<file path="src/hdl/pss_pkg.sv">
// Shared codes, widths and control structures of the platen stepper sequencer.
package pss_pkg;

	// Sequencer phase codes.
	localparam logic [2:0] PH_BOOT      = 3'd0;
	localparam logic [2:0] PH_BACK      = 3'd1;
	localparam logic [2:0] PH_STEPOFF   = 3'd2;
	localparam logic [2:0] PH_IDLEBACK  = 3'd3;
	localparam logic [2:0] PH_PRINT     = 3'd4;
	localparam logic [2:0] PH_FRONT     = 3'd5;
	localparam logic [2:0] PH_IDLEFRONT = 3'd6;

	// Step command codes.
	localparam logic [1:0] STEP_NONE = 2'd0;
	localparam logic [1:0] STEP_FWD  = 2'd1;
	localparam logic [1:0] STEP_REV  = 2'd2;

	// User command codes.
	localparam logic [2:0] CMD_NONE      = 3'd0;
	localparam logic [2:0] CMD_ONE_PASS  = 3'd1;
	localparam logic [2:0] CMD_TWO_PASS  = 3'd2;
	localparam logic [2:0] CMD_FRONT     = 3'd3;
	localparam logic [2:0] CMD_BACK_ONE  = 3'd4;
	localparam logic [2:0] CMD_BACK_TWO  = 3'd5;

	// Configuration register indexes.
	localparam logic [2:0] CFG_ALIGN_STEP = 3'd0;
	localparam logic [2:0] CFG_BOOT_STEP  = 3'd1;
	localparam logic [2:0] CFG_HOME_STEP  = 3'd2;
	localparam logic [2:0] CFG_EJECT_STEP = 3'd3;
	localparam logic [2:0] CFG_FRONT_LIM  = 3'd4;
	localparam logic [2:0] CFG_ENC_PER    = 3'd5;

	// Stream widths.
	localparam int IN_W  = 56;
	localparam int OUT_W = 32;

	// Commands from the controller to the datapath.
	typedef struct packed {
		logic       load;
		logic       div_run;
		logic       commit;
		logic [1:0] step;
		logic       timer_restart;
		logic       pos_clear;
		logic       target_load;
	} dp_cmd_t;

	// Status from the datapath to the controller.
	typedef struct packed {
		logic       stop;
		logic       held;
		logic [2:0] cmd;
		logic       moved;
		logic       enc_gt1;
		logic       edge_hit;
		logic       el_align;
		logic       el_boot;
		logic       el_home;
		logic       el_eject;
		logic       pos_gt_limit;
		logic       tgt_gt_pos;
		logic       tgt_lt_pos;
		logic       div_last;
	} dp_status_t;

	// Result fields owned by the controller.
	typedef struct packed {
		logic [2:0] phase;
		logic       auto_ready;
		logic       encoder_enabled;
		logic       encoder_clear;
		logic       paper_release;
		logic       motor_off;
	} ctl_result_t;

endpackage

</file>
<file path="src/hdl/pss_datapath.sv">
// Datapath: item and configuration registers, step position, timer and serial divider.
module pss_datapath (
	input  logic                 clk,
	input  logic                 arst_n,
	input  logic [31:0]          now_ms,
	input  logic                 stop_pressed,
	input  logic                 plate_held,
	input  logic [2:0]           command,
	input  logic                 encoder_moved,
	input  logic signed [15:0]   encoder_count,
	input  logic                 at_platen_edge,
	input  logic                 cfg_wr,
	input  logic [2:0]           cfg_index,
	input  logic [15:0]          cfg_data,
	input  pss_pkg::dp_cmd_t     cmd,
	output pss_pkg::dp_status_t  status,
	output logic [15:0]          pos_next
);

	// One restoring division step: returns {remainder, shifted work word}.
	function automatic logic [23:0] div_step(input logic [7:0] rem, input logic [15:0] work,
		input logic [7:0] dsr);
		logic [8:0]  r9;
		logic [15:0] w;
		begin
			r9 = {rem, work[15]};
			w  = {work[14:0], 1'b0};
			if (r9 >= {1'b0, dsr}) begin
				r9   = r9 - {1'b0, dsr};
				w[0] = 1'b1;
			end
			div_step = {r9[7:0], w};
		end
	endfunction

	logic [15:0]        align_q, boot_q, home_q, eject_q;
	logic [14:0]        limit_q;
	logic [7:0]         enc_per_q;
	logic [31:0]        now_q, elapsed_q, timer_q;
	logic               stop_q, held_q, moved_q, edge_q;
	logic [2:0]         cmd_q;
	logic signed [15:0] enc_q;
	logic [15:0]        pos_q, tgt_q;
	logic               div_neg_q;
	logic [7:0]         div_rem_q;
	logic [15:0]        div_work_q;
	logic [2:0]         div_cnt_q;
	logic [7:0]         divisor;
	logic [23:0]        div_a, div_b;
	logic [15:0]        enc_mag, quot, tgt_eff, pos_base;

	// Configuration registers.
	always_ff @(posedge clk or negedge arst_n) begin
		if (!arst_n) begin
			align_q   <= 16'd10;
			boot_q    <= 16'd2;
			home_q    <= 16'd2;
			eject_q   <= 16'd2;
			limit_q   <= 15'd8000;
			enc_per_q <= 8'd1;
		end else if (cfg_wr) begin
			case (cfg_index)
				pss_pkg::CFG_ALIGN_STEP: align_q   <= cfg_data;
				pss_pkg::CFG_BOOT_STEP:  boot_q    <= cfg_data;
				pss_pkg::CFG_HOME_STEP:  home_q    <= cfg_data;
				pss_pkg::CFG_EJECT_STEP: eject_q   <= cfg_data;
				pss_pkg::CFG_FRONT_LIM:  limit_q   <= cfg_data[14:0];
				pss_pkg::CFG_ENC_PER:    enc_per_q <= cfg_data[7:0];
				default: ;
			endcase
		end
	end

	// Item capture; elapsed time is taken against the timer as it stands now.
	always_ff @(posedge clk) begin
		if (cmd.load) begin
			now_q     <= now_ms;
			elapsed_q <= now_ms - timer_q;
			stop_q    <= stop_pressed;
			held_q    <= plate_held;
			cmd_q     <= command;
			moved_q   <= encoder_moved;
			enc_q     <= encoder_count;
			edge_q    <= at_platen_edge;
		end
	end

	// Serial divider, two quotient bits per cycle on the encoder magnitude.
	assign divisor = (enc_per_q == 8'd0) ? 8'd1 : enc_per_q;
	assign enc_mag = encoder_count[15] ? (16'd0 - encoder_count) : encoder_count;
	assign div_a   = div_step(div_rem_q, div_work_q, divisor);
	assign div_b   = div_step(div_a[23:16], div_a[15:0], divisor);

	always_ff @(posedge clk or negedge arst_n) begin
		if (!arst_n) begin
			div_cnt_q <= '0;
		end else if (cmd.load) begin
			div_cnt_q <= '0;
		end else if (cmd.div_run) begin
			div_cnt_q <= div_cnt_q + 3'd1;
		end
	end

	always_ff @(posedge clk) begin
		if (cmd.load) begin
			div_neg_q  <= encoder_count[15];
			div_rem_q  <= '0;
			div_work_q <= enc_mag;
		end else if (cmd.div_run) begin
			div_rem_q  <= div_b[23:16];
			div_work_q <= div_b[15:0];
		end
	end

	// Signed quotient, truncated toward zero, and the target in force this pass.
	assign quot    = div_neg_q ? (16'd0 - div_work_q) : div_work_q;
	assign tgt_eff = moved_q ? quot : tgt_q;

	// Next step position.
	always_comb begin
		pos_base = cmd.pos_clear ? 16'd0 : pos_q;
		case (cmd.step)
			pss_pkg::STEP_FWD: pos_next = pos_base + 16'd1;
			pss_pkg::STEP_REV: pos_next = pos_base - 16'd1;
			default:           pos_next = pos_base;
		endcase
	end

	// Sequencer state held in the datapath.
	always_ff @(posedge clk or negedge arst_n) begin
		if (!arst_n) begin
			pos_q   <= '0;
			tgt_q   <= '0;
			timer_q <= '0;
		end else if (cmd.commit) begin
			pos_q <= pos_next;
			if (cmd.target_load) begin
				tgt_q <= quot;
			end
			if (cmd.timer_restart) begin
				timer_q <= now_q;
			end
		end
	end

	// Status toward the controller.
	always_comb begin
		status.stop         = stop_q;
		status.held         = held_q;
		status.cmd          = cmd_q;
		status.moved        = moved_q;
		status.enc_gt1      = enc_q > 16'sd1;
		status.edge_hit     = edge_q;
		status.el_align     = elapsed_q > {16'd0, align_q};
		status.el_boot      = elapsed_q > {16'd0, boot_q};
		status.el_home      = elapsed_q > {16'd0, home_q};
		status.el_eject     = elapsed_q > {16'd0, eject_q};
		status.pos_gt_limit = !pos_q[15] && (pos_q[14:0] > limit_q);
		status.tgt_gt_pos   = $signed(tgt_eff) > $signed(pos_q);
		status.tgt_lt_pos   = $signed(tgt_eff) < $signed(pos_q);
		status.div_last     = div_cnt_q == 3'd7;
	end

endmodule

</file>
<file path="src/hdl/pss_ctrl.sv">
// Controller: item sequencing and the seven-phase platen state machine.
module pss_ctrl (
	input  logic                 clk,
	input  logic                 arst_n,
	input  logic                 in_valid,
	output logic                 in_ready,
	input  logic                 out_free,
	input  pss_pkg::dp_status_t  status,
	output pss_pkg::dp_cmd_t     cmd,
	output pss_pkg::ctl_result_t res
);

	localparam logic [1:0] S_IDLE   = 2'd0;
	localparam logic [1:0] S_DIV    = 2'd1;
	localparam logic [1:0] S_COMMIT = 2'd2;

	logic [1:0] seq_q, seq_d;
	logic [2:0] phase_q, phase_d;
	logic       sw_q, sw_d, tp_q, tp_d, auto_q, auto_d, encon_q, encon_d;
	logic       clr, paper, moff, commit;
	logic [1:0] step;
	logic       restart, pclear, tload;

	// Item sequencing: capture, divide, commit.
	assign in_ready = seq_q == S_IDLE;
	assign commit   = (seq_q == S_COMMIT) && out_free;

	always_comb begin
		seq_d = seq_q;
		case (seq_q)
			S_IDLE:   if (in_valid) seq_d = S_DIV;
			S_DIV:    if (status.div_last) seq_d = S_COMMIT;
			S_COMMIT: if (out_free) seq_d = S_IDLE;
			default:  seq_d = S_IDLE;
		endcase
	end

	// Phase machine: next phase, flags, step and pulses for the held item.
	always_comb begin
		phase_d = phase_q;
		sw_d    = sw_q;
		tp_d    = tp_q;
		auto_d  = auto_q;
		encon_d = encon_q;
		step    = pss_pkg::STEP_NONE;
		restart = 1'b0;
		pclear  = 1'b0;
		tload   = 1'b0;
		clr     = 1'b0;
		paper   = 1'b0;
		moff    = 1'b0;
		case (phase_q)
			pss_pkg::PH_BACK: begin
				auto_d = 1'b1;
				if (status.cmd == pss_pkg::CMD_ONE_PASS) tp_d = 1'b0;
				else if (status.cmd == pss_pkg::CMD_TWO_PASS) tp_d = 1'b1;
				if (status.cmd == pss_pkg::CMD_FRONT) begin
					phase_d = pss_pkg::PH_FRONT;
				end else if (!status.held) begin
					if (status.stop) begin
						phase_d = pss_pkg::PH_STEPOFF;
					end else if (status.el_home) begin
						step    = pss_pkg::STEP_REV;
						restart = 1'b1;
					end
				end
			end
			pss_pkg::PH_STEPOFF: begin
				if (status.stop) begin
					if (status.el_align) begin
						step    = pss_pkg::STEP_FWD;
						restart = 1'b1;
					end
				end else begin
					clr     = 1'b1;
					pclear  = 1'b1;
					encon_d = 1'b1;
					auto_d  = 1'b0;
					phase_d = pss_pkg::PH_IDLEBACK;
				end
			end
			pss_pkg::PH_IDLEBACK: begin
				if (status.cmd == pss_pkg::CMD_ONE_PASS) tp_d = 1'b0;
				else if (status.cmd == pss_pkg::CMD_TWO_PASS) tp_d = 1'b1;
				if (status.cmd == pss_pkg::CMD_FRONT) begin
					encon_d = 1'b0;
					phase_d = pss_pkg::PH_FRONT;
				end else if (status.moved && status.enc_gt1) begin
					phase_d = pss_pkg::PH_PRINT;
				end
			end
			pss_pkg::PH_PRINT: begin
				auto_d = 1'b0;
				tload  = status.moved;
				if (status.tgt_gt_pos) step = pss_pkg::STEP_FWD;
				else if (status.tgt_lt_pos) step = pss_pkg::STEP_REV;
				if (status.edge_hit) begin
					paper   = 1'b1;
					encon_d = 1'b0;
					if (tp_q) begin
						tp_d    = 1'b0;
						phase_d = pss_pkg::PH_BACK;
					end else begin
						phase_d = pss_pkg::PH_FRONT;
					end
				end
			end
			pss_pkg::PH_FRONT: begin
				auto_d = 1'b0;
				if (status.cmd == pss_pkg::CMD_BACK_ONE) begin
					phase_d = pss_pkg::PH_BACK;
				end else if (status.cmd == pss_pkg::CMD_BACK_TWO) begin
					tp_d    = 1'b1;
					phase_d = pss_pkg::PH_BACK;
				end else if (status.pos_gt_limit) begin
					moff    = 1'b1;
					phase_d = pss_pkg::PH_IDLEFRONT;
				end else if (status.el_eject) begin
					step    = pss_pkg::STEP_FWD;
					restart = 1'b1;
				end
			end
			pss_pkg::PH_IDLEFRONT: begin
				if (status.cmd == pss_pkg::CMD_BACK_ONE) begin
					phase_d = pss_pkg::PH_BACK;
				end else if (status.cmd == pss_pkg::CMD_BACK_TWO) begin
					tp_d    = 1'b1;
					phase_d = pss_pkg::PH_BACK;
				end else begin
					auto_d = 1'b1;
				end
			end
			default: begin
				// Bootup homing; the unused phase code lands here as well.
				phase_d = pss_pkg::PH_BOOT;
				if (status.stop) begin
					sw_d = 1'b1;
					if (status.el_align) begin
						step    = pss_pkg::STEP_FWD;
						restart = 1'b1;
					end
				end else if (sw_q) begin
					sw_d    = 1'b0;
					pclear  = 1'b1;
					phase_d = pss_pkg::PH_FRONT;
				end else if (status.el_boot) begin
					step    = pss_pkg::STEP_REV;
					restart = 1'b1;
				end
			end
		endcase
	end

	// Controller registers.
	always_ff @(posedge clk or negedge arst_n) begin
		if (!arst_n) begin
			seq_q   <= S_IDLE;
			phase_q <= pss_pkg::PH_BOOT;
			sw_q    <= 1'b0;
			tp_q    <= 1'b0;
			auto_q  <= 1'b0;
			encon_q <= 1'b0;
		end else begin
			seq_q <= seq_d;
			if (commit) begin
				phase_q <= phase_d;
				sw_q    <= sw_d;
				tp_q    <= tp_d;
				auto_q  <= auto_d;
				encon_q <= encon_d;
			end
		end
	end

	// Datapath commands.
	always_comb begin
		cmd.load          = in_ready && in_valid;
		cmd.div_run       = seq_q == S_DIV;
		cmd.commit        = commit;
		cmd.step          = step;
		cmd.timer_restart = restart;
		cmd.pos_clear     = pclear;
		cmd.target_load   = tload;
	end

	// Result fields for the output register.
	always_comb begin
		res.phase           = phase_d;
		res.auto_ready      = auto_d;
		res.encoder_enabled = encon_d;
		res.encoder_clear   = clr;
		res.paper_release   = paper;
		res.motor_off       = moff;
	end

endmodule

</file>
<file path="src/hdl/platen_stepper_sequencer_core.sv">
// Platen stepper sequencer top level: stream ports, output register and checks.
// Each item passes through capture, the serial divider (two quotient bits per cycle)
// and commit to the output register; a new item is not taken until the last one
// is committed.
// A waiting result does not stall capture; commit waits for a free output register.
// Reset (arst_n low, asynchronous): bootup phase, all flags, position, target,
// timer cleared, configuration registers back to their defaults.
module platen_stepper_sequencer_core (
	input  logic        clk,
	input  logic        arst_n,
	input  logic        s_tvalid,
	output logic        s_tready,
	// [31:0] now_ms, [32] stop_pressed, [33] plate_held, [36:34] command,
	// [37] encoder_moved, [53:38] encoder_count, [54] at_platen_edge, [55] zero
	input  logic [55:0] s_tdata,
	output logic        m_tvalid,
	input  logic        m_tready,
	// [2:0] phase, [4:3] step_cmd, [20:5] step_position, [21] auto_ready,
	// [22] encoder_enabled, [23] encoder_clear, [24] paper_release,
	// [25] motor_off, [31:26] zero
	output logic [31:0] m_tdata,
	input  logic        cfg_valid,
	output logic        cfg_ready,
	input  logic [2:0]  cfg_index,
	input  logic [15:0] cfg_data
);

	pss_pkg::dp_cmd_t     cmd;
	pss_pkg::dp_status_t  status;
	pss_pkg::ctl_result_t res;
	logic [15:0]          pos_next;
	logic                 out_free;
	logic                 m_tvalid_q;
	logic [31:0]          m_tdata_q;

	assign cfg_ready = 1'b1;
	assign out_free  = !m_tvalid_q || m_tready;

	pss_ctrl u_ctrl (
		.clk      (clk),
		.arst_n   (arst_n),
		.in_valid (s_tvalid),
		.in_ready (s_tready),
		.out_free (out_free),
		.status   (status),
		.cmd      (cmd),
		.res      (res)
	);

	pss_datapath u_dp (
		.clk            (clk),
		.arst_n         (arst_n),
		.now_ms         (s_tdata[31:0]),
		.stop_pressed   (s_tdata[32]),
		.plate_held     (s_tdata[33]),
		.command        (s_tdata[36:34]),
		.encoder_moved  (s_tdata[37]),
		.encoder_count  (s_tdata[53:38]),
		.at_platen_edge (s_tdata[54]),
		.cfg_wr         (cfg_valid),
		.cfg_index      (cfg_index),
		.cfg_data       (cfg_data),
		.cmd            (cmd),
		.status         (status),
		.pos_next       (pos_next)
	);

	// Output register.
	always_ff @(posedge clk or negedge arst_n) begin
		if (!arst_n) begin
			m_tvalid_q <= 1'b0;
		end else if (cmd.commit) begin
			m_tvalid_q <= 1'b1;
		end else if (m_tready) begin
			m_tvalid_q <= 1'b0;
		end
	end

	always_ff @(posedge clk) begin
		if (cmd.commit) begin
			m_tdata_q <= {6'd0, res.motor_off, res.paper_release, res.encoder_clear,
				res.encoder_enabled, res.auto_ready, pos_next, cmd.step, res.phase};
		end
	end

	assign m_tvalid = m_tvalid_q;
	assign m_tdata  = m_tdata_q;

	// An accepted item closes the input until its result is committed.
	a_one_in_flight: assert property (@(posedge clk) disable iff (!arst_n)
		s_tvalid && s_tready |=> !s_tready)
		else $error("input accepted while an item is in flight");

	// A commit never overwrites a result that is still waiting.
	a_no_overwrite: assert property (@(posedge clk) disable iff (!arst_n)
		cmd.commit |-> (!m_tvalid_q || m_tready))
		else $error("result register overwritten");

	// A position clear never comes with a step in the same pass.
	a_clear_no_step: assert property (@(posedge clk) disable iff (!arst_n)
		cmd.commit && cmd.pos_clear |-> cmd.step == pss_pkg::STEP_NONE)
		else $error("step issued together with a position clear");

	// Commit only follows the last divider cycle or a stalled commit.
	a_commit_after_div: assert property (@(posedge clk) disable iff (!arst_n)
		cmd.commit |-> $past(status.div_last && cmd.div_run) || $past(!out_free))
		else $error("commit without a finished division");

endmodule
</file>
<file path="config.mk">
export PLATFORM = sky130hd
export DESIGN_NAME = platen_stepper_sequencer_core
export DESIGN_NICKNAME = d
export VERILOG_FILES = /design/src/hdl/pss_pkg.sv /design/src/hdl/pss_datapath.sv /design/src/hdl/pss_ctrl.sv /design/src/hdl/platen_stepper_sequencer_core.sv
export SDC_FILE = /design/constraint.sdc
export NUM_CORES = 1
export LEC_CHECK = 0
export ABC_AREA = 1
export BUFFER_PORTS_ARGS = -buffer_cell sky130_fd_sc_hd__clkbuf_2
export CAP_MARGIN = 20
export CORE_MARGIN = 2
export CORE_UTILIZATION = 40
export CTS_CLUSTER_SIZE = 16
export DETAILED_ROUTE_END_ITERATION = 10
export SETUP_SLACK_MARGIN = 0.5
export SYNTH_ARGS = -nofsm -noshare
export SYNTH_HDL_FRONTEND = slang
export SYNTH_SLANG_ARGS = --single-unit
</file>
<file path="constraint.sdc">
create_clock -name clk -period 5.6 [get_ports clk]
set_clock_uncertainty 0.2 [all_clocks]
set_input_delay 0.84 -clock clk [delete_from_list [all_inputs] [get_ports clk]]
set_output_delay 0.84 -clock clk [all_outputs]
set_load 0.02 [all_outputs]
</file>
==> results of run 1 <==
[power breakdown]
| part | total (mW) | internal (mW) | switching (mW) |
|---|---|---|---|
| Sequential | 3.56 | 3.17 | 0.388 |
| Clock | 2.37 | 1.41 | 0.957 |
| Combinational | 7.45 | 2.88 | 4.56 |
| Total | 13.4 | 7.47 | 5.91 |
[cells in the final DEF, fill, tap and decap left out, drive strengths merged, types with 5 or more instances in the layout]
master  netlist  final
a21o         12     12
a21oi       102    102
a31oi        11     11
buf          27     44
clkbuf       30    149
clkinv        0     13
conb          2      7
dfrtp       152    152
dfstp        12     12
dfxtp         8      8
edfxtp      128    128
ha          161    161
inv         322    324
nand2       563    563
nand3        97     97
nand4        21     21
nor2        147    147
nor3         23     23
nor4          9      9
o21a          7      7
o21ai       231    231
o21bai       10     10
or2           5      5
xnor2        21     21
xor2         54     54
[registers in the layout, indices dropped and copies added (netlist names), 2 cells and up]
signal and cells:
m_tdata 26, u_dp.now_q 32, u_dp.enc_per_q 8, u_dp.limit_q 15
u_dp.align_q 16, u_dp.timer_q 32, u_dp.cmd_q 3, u_dp.div_cnt_q 3
u_dp.div_work_q 16, u_ctrl.phase_q 3, u_dp.elapsed_q 32, u_dp.boot_q 16
u_dp.div_rem_q 8, u_ctrl.seq_q 2, u_dp.enc_q 14, u_dp.tgt_q 16
u_dp.pos_q 16, u_dp.home_q 16, u_dp.eject_q 16
[worst max-delay path: cells and delay by family, from the launching register on]
| kind | cells | cell delay, ns |
|---|---|---|
| and+or+nand+nor | 25 | 2.48 |
| AOI/OAI and AO/OA | 3 | 0.41 |
| adders and majority gates | 3 | 0.70 |
| DFF | 1 | 0.40 |
| buffers and inverters | 4 | 0.42 |
| xor gates and xnor gates | 1 | 0.17 |
[through the flow]
stage	instance area (µm²)	hold slack (ns)	cells	total power, mW
after floorplan	18200	0.242	2191	8.25
after global placement	19400	0.254	2868	9.92
after detailed placement	19400	0.258	2868	10.1
after CTS	20800	0.176	2937	12.8
after global routing	21300	0.222	2948	14.5
final	21300	0.153	2948	13.4
[final cells by class]
class	count	area [µm²]	area share [%]
Clock buffer	44	992	4.66
Multi-Input combinational cell	1512	9100	42.7
Timing Repair Buffer	149	925	4.34
Clock inverter	21	206	0.969
Sequential cell	300	8120	38.1
Tap cell	600	751	3.52
Inverter	322	1210	5.68
[worst min path at each step]
stage	startpoint	slack, ns	to	cells after the start
finish	arst_n	0.15	u_dp.timer_q[24]$_DFFE_PN0P_	1
global route	arst_n	0.22	u_dp.timer_q[26]$_DFFE_PN0P_	1
CTS	arst_n	0.18	u_dp.timer_q[26]$_DFFE_PN0P_	1
detailed placement	u_dp.timer_q[9]$_DFFE_PN0P_	0.26	u_dp.timer_q[9]$_DFFE_PN0P_	2
global placement	u_dp.timer_q[21]$_DFFE_PN0P_	0.25	u_dp.timer_q[21]$_DFFE_PN0P_	2
floorplan	u_dp.timer_q[10]$_DFFE_PN0P_	0.24	u_dp.timer_q[10]$_DFFE_PN0P_	2
[cells by family after synthesis]
logic type                 count (synthesis)
buffers and inverters                    379
AOI/OAI and AO/OA                        395
other                                      2
xor gates and xnor gates                  75
DFF                                      300
and+or+nand+nor                          870
adders and majority gates                165
[per-layer routing]
layer,up-vias,track usage (%),wire length [µm]
met2,220,33.7,22200
met4,0,7.12,1380
met1,6869,25.0,20300
li1,7449,-,-
met5,-,0,0
met3,77,2.26,1360
[timing repair]
| item | CTS | global route |
|---|---|---|
| pin swaps | 19 | 49 |
| endpoints found under the setup margin | 24 | 28 |
| resized for setup | 42 | 96 |
| cloned | 1 | 0 |
| setup buffers | 3 | 10 |
==> qor.yml, run 1 <==
min_period_over_period_pct: 90.6
gp_congestion: 0.880
yosys.area.top_type: "edfxtp_1"
dr_total_vias: 14600
hold_viol: 0
drive_above_1_share_pct: 15.3
grt_pass1_wl_mm: 73.4
synthMuxAreaShare_pct: 0
grt.total_usage_pct: 19.5
synth_cells: 2186
synth_fa_ha_area_share_pct: 11.5
drv_cap: 0
synthSimpleGateAreaFrac_pct: 19.8
clkLatencyLatePin_ns: 0.54
rows: 78
async_reset_ff_share_pct: 54.7
fin_nets: 2567
drc: 0
synth.avg_cell_area_um2: 8.30
ys_ff_latch: 300
synth_top_family_by_area: "simple AND/OR/NAND/NOR gates"
synth_top_flop_cell: "dfrtp_1"
cts-root-buf: "clkbuf_16"
die_h_um: 217
max_freq_mhz: 197
cp_data_required_time_ns: 5.69
ios: 115
antenna_found_initial: 0
rr_worst_depth: 36
grt_max_degree: 89
timing.rr.start: "u_dp.div_work_q[2]$_DFFE_PP_"
synthXorXnorAreaFrac_pct: 3.62
tns_ns: 0
routed_wl_mm: 45.3
drv_slew: 0
die_w_um: 217
worst-path-max-fanout: 7
yosysMostFrequentCell: "nand2_1"
synth-compound-area-share_pct: 11.9
antenna_cells: 0
status: "completed"
setup_violations: 0
rsz0062_at_grt: "true"
vdd_drop_max_uv: 302
cts_tree: "built"
p_leak_nw: 10.2
core_area_um2: 45100
clockBufferDepth: 3
critPathMaxStageDelay_ns: 0.40
worst_slack_ns: 0.528
path_clk_slew_ns: 0.06
power.density_nw_per_um2: 628
r2r-end: "m_tdata[20]$_DFFE_PP_"
ff2ff_setup_slack_ns: 0.53
synth_common_cells: "nand2_1 (555), inv_1 (320), o21ai_0 (220)"
crit_start: "u_dp.div_work_q[2]$_DFFE_PP_"
synth_area_leaders: "edfxtp_1 (21%), dfrtp_1 (21%), nand2_1 (11%)"
synth.yosys.seq_area_share_pct: 44.8
endpoint: "m_tdata[20]$_DFFE_PP_"
dieArea_um2: 47100
yosysUniqueCellTypes: 60
end_kind: "register"
crit_slowest_cell: "edfxtp_1"
hpwl_mm: 33.3
start_kind: "register"
start_util_pct: 40.2
drt_iter0_markers: 793
relSlewSlack_pct: 28.3
holdCritPathClass: "in2async"
utilization_pct: 47.3
antenna_left: 0
io_buffers: 106
cp.arrival_ns: 5.16
routed_via_density: 4.96
yosys.area.top_type_share_pct: 21.2
fillers: 4415
period_needed_ns: 5.07
grt_pass1_vias: 14500
htreeDepth: 2
worst-slew-pin-transition_ns: 1.07
cts_sinks: 300
criticalPathCategory: "reg2reg"
synth_edf_count: 128
wl_per_cell_um: 15.4
numCtsBuffers: 37
syn_area_um2: 18100
grt_overflow: 0
ys_warn_count: 0
dr.pass1.iters: 5
hold_buffers: 0
path_common_cell: "nand2_2"
place_ws_ns: 0.228
syn_to_final_growth_pct: 17.4
Power figures use the tool's default switching activity.
==> inputs of run 2 (changes only) <==
--- a/config.mk
+++ b/config.mk
@@ -8,11 +8,14 @@
 export ABC_AREA = 1
 export BUFFER_PORTS_ARGS = -buffer_cell sky130_fd_sc_hd__clkbuf_2
 export CAP_MARGIN = 20
+export CORE_ASPECT_RATIO = 0.7
 export CORE_MARGIN = 2
 export CORE_UTILIZATION = 40
 export CTS_CLUSTER_SIZE = 16
 export DETAILED_ROUTE_END_ITERATION = 10
+export HOLD_SLACK_MARGIN = 0.02
 export SETUP_SLACK_MARGIN = 0.5
+export SLEW_MARGIN = 20
 export SYNTH_ARGS = -nofsm -noshare
 export SYNTH_HDL_FRONTEND = slang
 export SYNTH_SLANG_ARGS = --single-unit
==> qor.yml, run 2 (same netlist as run 1, synthesis figures left out) <==
antenna_found_initial: 0  # unchanged
cts_sinks: 300  # unchanged
syn_to_final_growth_pct: 15.9
period_needed_ns: 5.03  # -0.0438 ns
min_period_over_period_pct: 89.8  # -0.78 points
dr.pass1.iters: 7  # +2
core_area_um2: 44900  # -0.43%
clkLatencyLatePin_ns: 0.53  # about the same
cp.arrival_ns: 5.11  # -0.05 ns
drv_slew: 0  # unchanged
critPathMaxStageDelay_ns: 0.41  # about the same
place_area_um2: 19300  # -0.37%
grt_pass1_vias: 13800  # -5.3%
cp_data_required_time_ns: 5.68  # about the same
stdcell_area_um2: 21000  # -1.3%
cts-root-buf: "clkbuf_16"
dr_total_vias: 14800  # +0.97%
largestRegisters: "u_dp.elapsed_q x32, u_dp.now_q x32, u_dp.timer_q x32"
worst-path-max-fanout: 8  # +1
worst-slew-pin-transition_ns: 1.20  # +0.125 ns
hpwl_mm: 34.3  # +3.1%
drv_cap: 0  # unchanged
final_common_cell: "nand2_1"
antenna_cells: 0  # unchanged
fin_nets: 2552  # -0.58%
clockBufferDepth: 3  # unchanged
power.density_nw_per_um2: 616  # -1.8%
path_common_cell: "nand2_1"
status: "completed"
grt.total_usage_pct: 19.6  # +0.14 points
antenna_left: 0  # unchanged
p_leak_nw: 10.0  # -1.4%
tns_ns: 0  # unchanged
io_buffers: 106  # unchanged
path_clk_slew_ns: 0.06  # about the same
die_w_um: 259  # +19%
hold_buffers: 0  # unchanged
ios: 115  # unchanged
wl_per_cell_um: 15.8  # +3.0%
setup_violations: 0  # unchanged
die_h_um: 182  # -16%
gp_congestion: 0.893  # +1.5%
start_kind: "register"
htreeDepth: 2  # unchanged
criticalPathCategory: "reg2reg"
start_util_pct: 40.4  # +0.17 points
relSlewSlack_pct: 20.1  # -8.2 points
cts_tree: "built"
routed_wl_mm: 46.4  # +2.6%
end_kind: "register"
crit_slowest_cell: "edfxtp_1"
grt_overflow: 0  # unchanged
drive_above_1_share_pct: 13.8  # -1.4 points
max_freq_mhz: 199  # +0.87%
vdd_drop_max_uv: 327  # +8.2%
holdCritPathClass: "in2async"
rsz0062_at_grt: "true"
grt_max_degree: 165  # +85%
rows: 65  # -17%
numCtsBuffers: 34  # -8.1%
drc: 0  # unchanged
hold_viol: 0  # unchanged
dieArea_um2: 47100  # about the same
grt_pass1_wl_mm: 74.1  # +0.97%
drt_iter0_markers: 1096  # +38%
routed_via_density: 5.03  # +1.4%
most-common-layout-cells: "nand2_1 (532), inv_1 (313), o21ai_0 (207)"
run 2: changes by cell type in the layout (fill, tap and decap cells not counted), moves of 4 or more:
cell      change
o21ai_1       -7
nand2_1      +11
nand2_2       -8
clkbuf_1      +6
nand3_1       +4
o21ai_2       +5
ha_4          -5
buf_4        -13
nand3_2       -6
nor2_4        +4
nor2_2        -5
run 2: critical path: cells and delay by family (launching register included):
kind | cells | cell delay, ns
xor gates and xnor gates | 1 | 0.20
and+or+nand+nor | 22 | 2.26
AOI/OAI and AO/OA | 2 | 0.29
adders and majority gates | 4 | 1.02
DFF | 1 | 0.41
buffers and inverters | 4 | 0.40
run 2: final cells by class:
class / count / area [µm²]
Clock buffer: 49 / 995
Fill cell: 4383 / 23900
Timing Repair Buffer: 137 / 801
Sequential cell: 300 / 8120
Tap cell: 603 / 754
Inverter: 322 / 1210
Clock inverter: 13 / 91.3
Multi-Input combinational cell: 1512 / 9060
run 2: routing by layer:
metal  global-route usage, %  part of all wire, %  vias to the layer above
li1                        -                    -                     7397
met1                    30.3                   50                     6945
met2                    28.7                   42                      364
met3                    3.53                  6.5                       51
met4                    3.40                  1.3                        0
met5                       0                    0                        -
run 2: where the power goes:
| group | switching, mW | total (mW) | leakage [nW] | internal (mW) |
|---|---|---|---|---|
| combinational | 4.51 | 7.20 | 6.29 | 2.69 |
| clock | 0.905 | 2.19 | 0.524 | 1.28 |
| sequential | 0.395 | 3.57 | 3.23 | 3.17 |
run 2: worst paths after layout:
path / startpoint / endpoint / slack, ns / cells after the start
min: arst_n / u_dp.home_q[13]$_DFFE_PN0P_ / 0.14 / 2
max reg2reg: u_dp.div_work_q[1]$_DFFE_PP_ / m_tdata[18]$_DFFE_PP_ / 0.57 / 33
min in group clk: u_dp.timer_q[25]$_DFFE_PN0P_ / u_dp.timer_q[25]$_DFFE_PN0P_ / 0.27 / 2
max: u_dp.div_work_q[1]$_DFFE_PP_ / m_tdata[18]$_DFFE_PP_ / 0.57 / 33
min reg2reg: u_dp.timer_q[25]$_DFFE_PN0P_ / u_dp.timer_q[25]$_DFFE_PN0P_ / 0.27 / 2
max in group asynchronous: arst_n / u_dp.timer_q[30]$_DFFE_PN0P_ / 4.07 / 2
run 2: metrics by stage:
stage                     total power, mW  utilization, %  setup WS (ns)  hold slack, ns  cells
after floorplan                      8.25               -          0.900           0.242   2191
after global placement               9.85            43.0         0.0654           0.254   2861
after detailed placement             9.97            43.0       0.000858           0.259   2861
after CTS                            12.4            45.6          0.522           0.267   2924
after global routing                 14.2            46.9          0.221           0.274   2936
final                                13.0            46.9          0.572           0.135   2936
run 2: timing repair:
action	4_1_cts	5_1_grt
pin swaps	5	39
endpoints found under the setup margin	25	27
cloned	0	0
gates resized for setup	22	108
setup buffers	1	12
==> inputs of run 3 (changes only) <==
--- a/config.mk
+++ b/config.mk
@@ -5,7 +5,6 @@
 export SDC_FILE = /design/constraint.sdc
 export NUM_CORES = 1
 export LEC_CHECK = 0
-export ABC_AREA = 1
 export BUFFER_PORTS_ARGS = -buffer_cell sky130_fd_sc_hd__clkbuf_2
 export CAP_MARGIN = 20
 export CORE_ASPECT_RATIO = 0.7
==> constraint.sdc (replaced) <==
create_clock -name clk -period 5.91 [get_ports clk]
set_clock_uncertainty 0.2 [all_clocks]
set_input_delay 0.8865 -clock clk [delete_from_list [all_inputs] [get_ports clk]]
set_output_delay 0.8865 -clock clk [all_outputs]
set_load 0.02 [all_outputs]
==> qor.yml, run 3 <==
status: "finished, violations left"
violations: "negative setup slack"
synth_top_family_by_area: "compound AO/OA/AOI/OAI gates"
gp_congestion: 0.900  # +0.74%
synth_cells: 1927  # -12%
intPower_mw: 6.67  # -6.7%
antenna_left: 0  # unchanged
worst_slack_ns: -0.406  # -0.978 ns
synthXorXnorAreaFrac_pct: 3.56  # -0.059 points
hpwl_mm: 36.0  # +4.9%
grt_overflow: 0  # unchanged
drv_slew: 0  # unchanged
critPathMaxStageDelay_ns: 0.47  # +0.06 ns
end_kind: "register"
path_clk_slew_ns: 0.07  # about the same
grt.total_usage_pct: 21.2  # +1.6 points
relSlewSlack_pct: 32.0  # +12 points
vdd_drop_max_uv: 364  # +11%
period_needed_ns: 6.32  # +1.29 ns
yosysMostFrequentCell: "nand2_1"
crit_slowest_cell: "a2111oi_4"
drive_above_1_share_pct: 18.3  # +4.5 points
drv_cap: 0  # unchanged
grt_max_degree: 109  # -34%
htreeDepth: 2  # unchanged
regArea_um2: 8120  # unchanged
syn_to_final_growth_pct: 17.0
synthSimpleGateAreaFrac_pct: 13.0  # -6.8 points
cts_sinks: 300  # unchanged
holdCritPathClass: "in2async"
yosysUniqueCellTypes: 81  # +35%
die_w_um: 261  # +0.81%
rows: 65  # unchanged
multi_input_area_um2: 9720  # +7.3%
ios: 115  # unchanged
grt_busiest_layer: "met1"
fin_nets: 2320  # -9.1%
min_period_over_period_pct: 107  # +17 points
cts_tree: "built"
hold_viol: 0  # unchanged
grt_use_met1_pct: 32.6  # +2.3 points
synthMuxAreaShare_pct: 3.57  # +3.6 points
stdcell_area_um2: 21600  # +2.6%
dr.pass1.iters: 5  # -2
routed_wl_mm: 51.0  # +9.7%
met3_usage_pct: 3.34  # -0.19 points
io_buffers: 106  # unchanged
place_area_um2: 20100  # +4.3%
synth-compound-area-share_pct: 19.1  # +7.1 points
setup_violations: 18  # +18
syn_area_um2: 18400  # +1.7%
globalRouteMet2Util_pct: 31.4  # +2.7 points
clockBufferDepth: 3  # unchanged
synth_edf_count: 128  # unchanged
fillers: 4193  # -4.3%
grt_pass1_vias: 14300  # +3.9%
wl_per_cell_um: 18.8  # +19%
synth_fa_ha_area_share_pct: 11.4  # -0.19 points
drc: 0  # unchanged
routed_via_density: 5.50  # +9.5%
die_h_um: 184  # +0.81%
rsz0062_at_grt: "true"
power_frac_comb_pct: 52.3  # -3.3 points
start_util_pct: 40.7  # +0.30 points
synth_top_flop_cell: "dfrtp_1"
max_freq_mhz: 158  # -20%
cp_top_family: "compound AO/OA/AOI/OAI gates"
largestRegisters: "u_dp.elapsed_q x32, u_dp.now_q x32, u_dp.timer_q x32"
seqPwrFrac_pct: 28.9  # +1.4 points
synth.avg_cell_area_um2: 9.57  # +15%
yosys.area.top_type_share_pct: 20.8  # -0.35 points
synth_common_cells: "nand2_1 (216), o21ai_0 (177), inv_1 (166)"
clkLatencyLatePin_ns: 0.55  # +0.02 ns
cp.arrival_ns: 6.56  # +1.45 ns
cts-root-buf: "clkbuf_16"
tns_ns: -4.68  # -4.68 ns
net-switching-power_mw: 4.63  # -20%
dieArea_um2: 47900  # +1.6%
p_leak_nw: 9.33  # -7.2%
ys_ff_latch: 300  # unchanged
clkPwrFrac_pct: 18.8  # +1.9 points
ys_warn_count: 0  # unchanged
most-common-layout-cells: "nand2_1 (214), inv_1 (165), o21ai_0 (159)"
grt_pass1_wl_mm: 80.2  # +8.1%
synth_area_leaders: "edfxtp_1 (21%), dfrtp_1 (21%), ha_1 (11%)"
start_kind: "register"
numCtsBuffers: 34  # unchanged
drt_iter0_markers: 1343  # +23%
criticalPathCategory: "reg2reg"
worst-slew-pin-transition_ns: 1.01  # -0.183 ns
final_common_cell: "nand2_1"
synth.yosys.seq_area_share_pct: 44.0  # -0.73 points
power.density_nw_per_um2: 523  # -15%
worst-path-max-fanout: 5  # -3
antenna_cells: 0  # unchanged
path_buf_inv: 2  # -2
dr_total_vias: 14900  # +0.83%
yosys.area.top_type: "edfxtp_1"
cp_data_required_time_ns: 6.15  # +0.47 ns
path_common_cell: "a21oi_2"
antenna_found_initial: 2  # +2
sw_frac_of_total_pct: 41.0  # -3.9 points
core_area_um2: 45300  # +0.91%
async_reset_ff_share_pct: 54.7  # unchanged
==> run 3: routing by layer <==
layer / part of all wire (%) / routed length [µm]
met1: 51 / 25800
met2: 42 / 21600
met3: 5.5 / 2820
met4: 1.5 / 754
met5: 0.022 / 11
==> run 3: through the flow <==
step           utilization, %  hold slack [ns]  power [mW]  worst slack (ns)  instances
6_report                 47.7            0.119        11.3            -0.406       2704
5_1_grt                  47.7            0.155        12.2            -0.766       2704
4_1_cts                  47.3            0.137        11.1            -0.359       2697
3_5_place_dp             44.5            0.269        8.75            -0.590       2626
3_3_place_gp             44.5            0.261        8.59            -0.441       2626
2_1_floorplan               -            0.247        7.10            -0.195       1932
==> run 3: area by class of cell <==
type                            instances  area share, %
Clock buffer                           42           4.27
Sequential cell                       300           37.6
Timing Repair Buffer                  195           5.82
Clock inverter                         20          0.811
Inverter                              168           2.94
Tap cell                              603           3.49
Multi-Input combinational cell       1376           45.0
==> run 3: kinds of logic after synthesis <==
logic type	Yosys count
fa+ha+maj	165
compound gates	553
other cells	2
flops	300
xor+xnor	75
simple gates	516
mux	60
buf+inv	256
==> run 3: worst paths after layout <==
| kind | to | from | cells past startpoint | slack [ns] |
|---|---|---|---|---|
| max | u_dp.pos_q[14]$_DFFE_PN0P_ | u_dp.div_work_q[3]$_DFFE_PP_ | 28 | -0.41 |
| min | u_dp.pos_q[7]$_DFFE_PN0P_ | arst_n | 1 | 0.12 |
| max reg2reg | u_dp.pos_q[14]$_DFFE_PN0P_ | u_dp.div_work_q[3]$_DFFE_PP_ | 28 | -0.41 |
| min reg2reg | u_dp.tgt_q[0]$_DFFE_PN0P_ | u_dp.tgt_q[0]$_DFFE_PN0P_ | 2 | 0.28 |
| max in group asynchronous | u_dp.boot_q[5]$_DFFE_PN0P_ | arst_n | 2 | 4.35 |
| min in group clk | u_dp.tgt_q[0]$_DFFE_PN0P_ | u_dp.tgt_q[0]$_DFFE_PN0P_ | 2 | 0.28 |
==> run 3: power by group through the flow <==
stage	Sequential, mW	Combinational [mW]	Clock, mW
floorplan	3.16	3.93	0
global placement	3.28	5.31	0
detailed placement	3.30	5.45	0
CTS	3.26	5.66	2.16
global route	3.32	6.57	2.26
finish	3.27	5.91	2.13
==> run 3: timing repair <==
item	in CTS	in global routing
setup endpoints to repair	31	39
hold buffers	0	0
pin swaps	12	26
setup buffers	9	7
resized for setup	22	39
==> run 3: worst register-to-register path, delay by kind of cell (launching register included) <==
kind                     cells  cell delay [ns]
AO/OA/AOI/OAI               13             2.49
XOR/XNOR                     1             0.15
adder cells (fa/ha/maj)      3             0.66
buffers and inverters        2             0.27
flip-flops                   1             0.39
multiplexers                 1             0.33
AND/OR/NAND/NOR              8             1.74
